`src/rtl/core/ncm_pkg.sv`:
```
// ----------------------------------------------------------------------------
// ncm_pkg
// Shared constants and types for the nearest centroid cosine matcher.
// ----------------------------------------------------------------------------
package ncm_pkg;

  localparam int unsigned DIM_DEF         = 512;
  localparam int unsigned MAX_CLASSES_DEF = 32;
  localparam int unsigned ACC_WIDTH_DEF   = 32;

  localparam int unsigned FUNC_W  = 2;
  localparam int unsigned CLASS_W = 5;
  localparam int unsigned DIMI_W  = 9;
  localparam int unsigned ELEM_W  = 16;
  localparam int unsigned NCLS_W  = 6;
  localparam logic [NCLS_W-1:0] NCLS_RESET = 6'd32;

  localparam logic [FUNC_W-1:0] FUNC_ADD     = 2'd0;
  localparam logic [FUNC_W-1:0] FUNC_PROBE   = 2'd1;
  localparam logic [FUNC_W-1:0] FUNC_COMPARE = 2'd2;
  localparam logic [FUNC_W-1:0] FUNC_CLEAR   = 2'd3;

  typedef struct packed {
    logic [FUNC_W-1:0]        func;
    logic [CLASS_W-1:0]       class_id;
    logic [DIMI_W-1:0]        dim_index;
    logic signed [ELEM_W-1:0] elem_value;
  } req_t;

  typedef struct packed {
    logic [CLASS_W-1:0]       scored_class;
    logic signed [ELEM_W-1:0] class_score;
    logic [CLASS_W-1:0]       best_class;
    logic signed [ELEM_W-1:0] best_score;
    logic                     last;
  } rsp_t;

  // divider / square root job between the sequencer and the shared unit
  typedef struct packed {
    logic        start;
    logic        is_sqrt;
    logic [63:0] num;
    logic [31:0] den;
  } div_cmd_t;

endpackage

```
`src/rtl/core/ncm_divsqrt.sv`:
```
// ----------------------------------------------------------------------------
// ncm_divsqrt
// Shared bit-serial unit: restoring integer square root of a 64-bit value
// or 64 by 32 bit unsigned division, one result bit per cycle.
// ----------------------------------------------------------------------------
module ncm_divsqrt (
  input  logic               clk_i,
  input  logic               rst_ni,
  input  ncm_pkg::div_cmd_t  cmd_i,
  output logic               done_o,
  output logic [63:0]        res_o
);

  logic        busy_q, busy_d;
  logic        sqrt_q, sqrt_d;
  logic [6:0]  cnt_q, cnt_d;
  logic [63:0] x_q, x_d;
  logic [65:0] rem_q, rem_d;
  logic [63:0] res_q, res_d;
  logic [31:0] den_q, den_d;
  logic        done_q, done_d;
  logic [65:0] trial;
  logic [65:0] rsh;

  always_comb begin
    busy_d = busy_q;
    sqrt_d = sqrt_q;
    cnt_d  = cnt_q;
    x_d    = x_q;
    rem_d  = rem_q;
    res_d  = res_q;
    den_d  = den_q;
    done_d = 1'b0;
    trial  = '0;
    rsh    = '0;
    if (cmd_i.start) begin
      busy_d = 1'b1;
      sqrt_d = cmd_i.is_sqrt;
      cnt_d  = cmd_i.is_sqrt ? 7'd32 : 7'd64;
      x_d    = cmd_i.num;
      rem_d  = '0;
      res_d  = '0;
      den_d  = cmd_i.den;
    end else if (busy_q) begin
      if (sqrt_q) begin
        rsh   = {rem_q[63:0], x_q[63:62]};
        trial = {res_q[63:0], 2'b01};
        x_d   = {x_q[61:0], 2'b00};
        if (rsh >= trial) begin
          rem_d = rsh - trial;
          res_d = {res_q[62:0], 1'b1};
        end else begin
          rem_d = rsh;
          res_d = {res_q[62:0], 1'b0};
        end
      end else begin
        rsh   = {rem_q[64:0], x_q[63]};
        trial = {34'd0, den_q};
        x_d   = {x_q[62:0], 1'b0};
        if (rsh >= trial) begin
          rem_d = rsh - trial;
          res_d = {res_q[62:0], 1'b1};
        end else begin
          rem_d = rsh;
          res_d = {res_q[62:0], 1'b0};
        end
      end
      cnt_d = cnt_q - 7'd1;
      if (cnt_q == 7'd1) begin
        busy_d = 1'b0;
        done_d = 1'b1;
      end
    end
  end

  always_ff @(posedge clk_i or negedge rst_ni) begin
    if (!rst_ni) begin
      busy_q <= 1'b0;
      done_q <= 1'b0;
      cnt_q  <= '0;
    end else begin
      busy_q <= busy_d;
      done_q <= done_d;
      cnt_q  <= cnt_d;
    end
  end

  always_ff @(posedge clk_i) begin
    sqrt_q <= sqrt_d;
    x_q    <= x_d;
    rem_q  <= rem_d;
    res_q  <= res_d;
    den_q  <= den_d;
  end

  assign done_o = done_q;
  assign res_o  = res_q;

endmodule

```
`config.mk`:
```
export PLATFORM = sky130hd
export DESIGN_NAME = ncm_divsqrt
export DESIGN_NICKNAME = d
export VERILOG_FILES = /design/src/rtl/core/ncm_pkg.sv /design/src/rtl/core/ncm_divsqrt.sv
export SDC_FILE = /design/constraint.sdc
export NUM_CORES = 1
export LEC_CHECK = 0
export ABC_AREA = 0
export BUFFER_PORTS_ARGS = -buffer_cell sky130_fd_sc_hd__buf_2
export CORE_MARGIN = 3
export CORE_UTILIZATION = 60
export DETAILED_ROUTE_END_ITERATION = 16
export GPL_ROUTABILITY_DRIVEN = 0
export GPL_TIMING_DRIVEN = 0
export PLACE_DENSITY_LB_ADDON = 0.3
export SYNTH_ARGS = -nofsm -noshare
export SYNTH_HDL_FRONTEND = slang
export SYNTH_SLANG_ARGS = --single-unit
export TNS_END_PERCENT = 20
```
`constraint.sdc`:
```
create_clock -name clk_i -period 8.02 [get_ports clk_i]
set_clock_uncertainty 0.1 [all_clocks]
set_input_delay 0 -clock clk_i [delete_from_list [all_inputs] [get_ports clk_i]]
set_output_delay 0 -clock clk_i [all_outputs]
set_load 0.01 [all_outputs]
```
==> results by group <==
Power and ir drop
  – Peak VDD IR: 0.293 mV
  – Power Total: 0.00840 W
  – Power Density: 409 nW/um2
  – Leakage: 9.16 nW

STA
  – Slew margin rel.: 31.1%
  – Maximum operating frequency: 185 MHz
  – Minimum clock period: 5.42 ns
  – Final hold violations: 0
  – Worst-Margin Slew: 1.02 ns
  – Setup TNS: 0 ns
  – Crit share post-route: 67.5%
  – # setup viols final: 0
  – Final Slew Violations: 0
  – Unrepaired setup endpoints after global routing: no

Clocking
  – Insertion delay to the later sink of the worst-skew pair: 0.57 ns
  – Root buffer cell: clkbuf_16
  – CTS tree: done
  – Num CTS Buffers: 27
  – CTS clock-pin slew for the worst setup and hold paths: 0.07 ns
  – CTS Sinks: 235
  – Max Buffers Root-to-Sink: 3
  – CTS HTree Levels: 1

Placed design
  – HPWL after DPL: 40.7 mm
  – IO buf count: 164

Logic synthesis
  – Cells after Synth: 2120
  – Area leader, netlist: edfxtp_1
  – Synth unique cells: 82
  – Synth top area share: 16.9%
  – Most frequent cell after synthesis: nand2_1
  – Commonest cells post-synth: 226 x nand2_1, 201 x nor2_1, 188 x o21ai_0, 180 x a21oi_1, 137 x mux2i_1
  – Post-synth EDFFs: 97
  – Synth Warn #: 0
  – Post-synthesis net count: 2321
  – Top_reg_cell synth: dfxtp_1
  – Post-synth ARST share: 3.83%
  – Seq/Total Area, Yosys: 33.2%
  – Synth Cell Area: 17200 um2
  – Avg Inst Size Synth: 8.13 um2
  – #FFs+latches synth: 235
  – Ranking of synthesized cells by area: edfxtp_1 17%, dfxtp_1 15%, mux2i_1 8.0%

Global route
  – Maximum number of pins on one net before global-route repair: 35
  – Number of global-route vias before repair: 17700
  – Tot GR Track Use: 37.7%
  – Global-route wire length before repair: 93.9 mm
  – Grt ovf: 0
  – Initial antenna violation count: 0

Route
  – Routed WL: 59.9 mm
  – Drt wl/cell: 21.3 um
  – Drt via density: 6.45
  – DRC: 0
  – DR iter-0 viols: 2405
  – Routed vias: 18100
  – Detail Route Antenna Nets: 0
  – Total iterations of the first detailed-routing run: 7

Worst setup path
  – Critical path's slowest cell: o21ai_0
  – Critical Path Sink Type: register
  – Max incr delay on CP: 0.56 ns
  – CP Class: register to register
  – Top fanout value on the critical path: 10
  – Required @ worst endpoint: 8.35 ns
  – Setup crit start kind: register
  – CP Data Arrival Time: 5.75 ns
  – Critical-path cell list: inv_1, ha_1, nor2b_1, o2111a_1, o21ai_0, a21oi_1, a221oi_1, nand2_1, a21boi_0, clkbuf_1, clkbuf_1, nand2_1, o221ai_1, o21ai_0

Floorplan
  – Std-Cell Rows: 61
  – Core Area: 28000 um2
  – Initial Util: 61.5%
  – Die Ht: 175 um
  – Io pins: 165
  – Die W: 175 um
  – Die ar.: 30800 um2

Status
  – Status: completed

Finish
  – Filler cell count: 2129
  – Layout cells sized above 1: 10.3%
  – Area growth from synthesis to layout: 19.3%
  – Ant. Diodes: 0
  – # nets final: 2614
  – Util after Layout: 73.4%

Flow run
  – Max-cap check violation count: 0

Worst hold path
  – Hold WC Path Type: input port to register
==> final timing paths <==
check / from / to / slack (ns) / depth (start not counted)
worst max-delay path: res_o[0] / rem_q[33] / 2.60 / 14
worst min-delay path: cmd_i[97] / den_q[17] / 0.005 / 1
worst max register to register: res_o[0] / rem_q[33] / 2.60 / 14
worst min register to register: rem_q[64] / rem_q[64] / 0.39 / 2
max in group asynchronous: rst_ni / busy_q / 7.17 / 3
min in group asynchronous: rst_ni / done_o / 0.34 / 3
==> per-layer routing <==
metal	part of all wire [%]	vias to the layer above	GRT usage [%]
met2	44	1326	59.6
met3	13	299	9.81
met4	5.8	0	19.1
met1	37	8311	47.8
li1	-	8192	-
met5	0	-	0
==> report_power, final <==
group	leakage, nW	switching [W]	internal [W]
sequential	2.19	0.000344	0.00148
combinational	6.47	0.00320	0.00194
clock	0.492	0.000552	0.000879
total	9.16	0.00410	0.00430
==> cell usage in the layout (no fill, tap or decap), types with 56 or more instances in the layout <==
cell type	n
nand2_1	226
nor2_1	201
ha_1	100
a21oi_1	180
xnor2_1	68
dfxtp_1	129
xor2_1	56
buf_2	175
edfxtp_1	97
mux2i_1	137
dlygate4sd3_1	99
inv_1	129
clkbuf_1	100
o21ai_0	188
==> state kept, by name, indices dropped and copies added (netlist names) <==
signal,cells
cnt_q,7
done_o,1
res_o,64
sqrt_q,1
busy_q,1
den_q,32
x_q,64
rem_q,65
==> cells by family after synthesis <==
kind of cell    after synthesis  share of synthesized area (%)
compound gates              616                           22.2
flops                       235                           33.2
fa+ha+maj                   101                           7.38
buf+inv                     265                           5.98
simple gates                641                           16.9
xor+xnor                    124                           6.30
mux                         138                           8.02
==> timing repair <==
action	4_1_cts	5_1_grt
hold buffers	99	0
setup buffers	0	0
resized for setup	0	0
endpoints found under the hold margin	108	0
==> worst max-delay path, delay by kind of cell (launching register included) <==
kind	cells	cell delay, ns
buf+inv	3	0.97
flops	1	0.49
compound gates	7	2.50
fa+ha+maj	1	0.36
simple gates	3	0.85
==> metrics by stage <==
step	cell area, um2	setup WS [ns]	hold WS, ns	cells
2_1_floorplan	17200	4.38	-0.396	2120
5_1_grt	20600	2.62	0.0497	2812
3_3_place_gp	18500	3.03	-0.238	2662
4_1_cts	20600	2.95	0.00530	2812
3_5_place_dp	18500	2.99	-0.232	2663
6_report	20600	2.60	0.00486	2812
==> layout make-up <==
cell class	count	area (um2)	area share, %
multi-input combinational	1620	10500	51.0
sequential	235	5720	27.8
timing repair buffer	264	1830	8.91
clock buffer	28	679	3.31
buffer	134	539	2.62
inverter	131	492	2.39
tap	378	473	2.30
clock inverter	22	338	1.64
(Power assumes the default switching activity.)
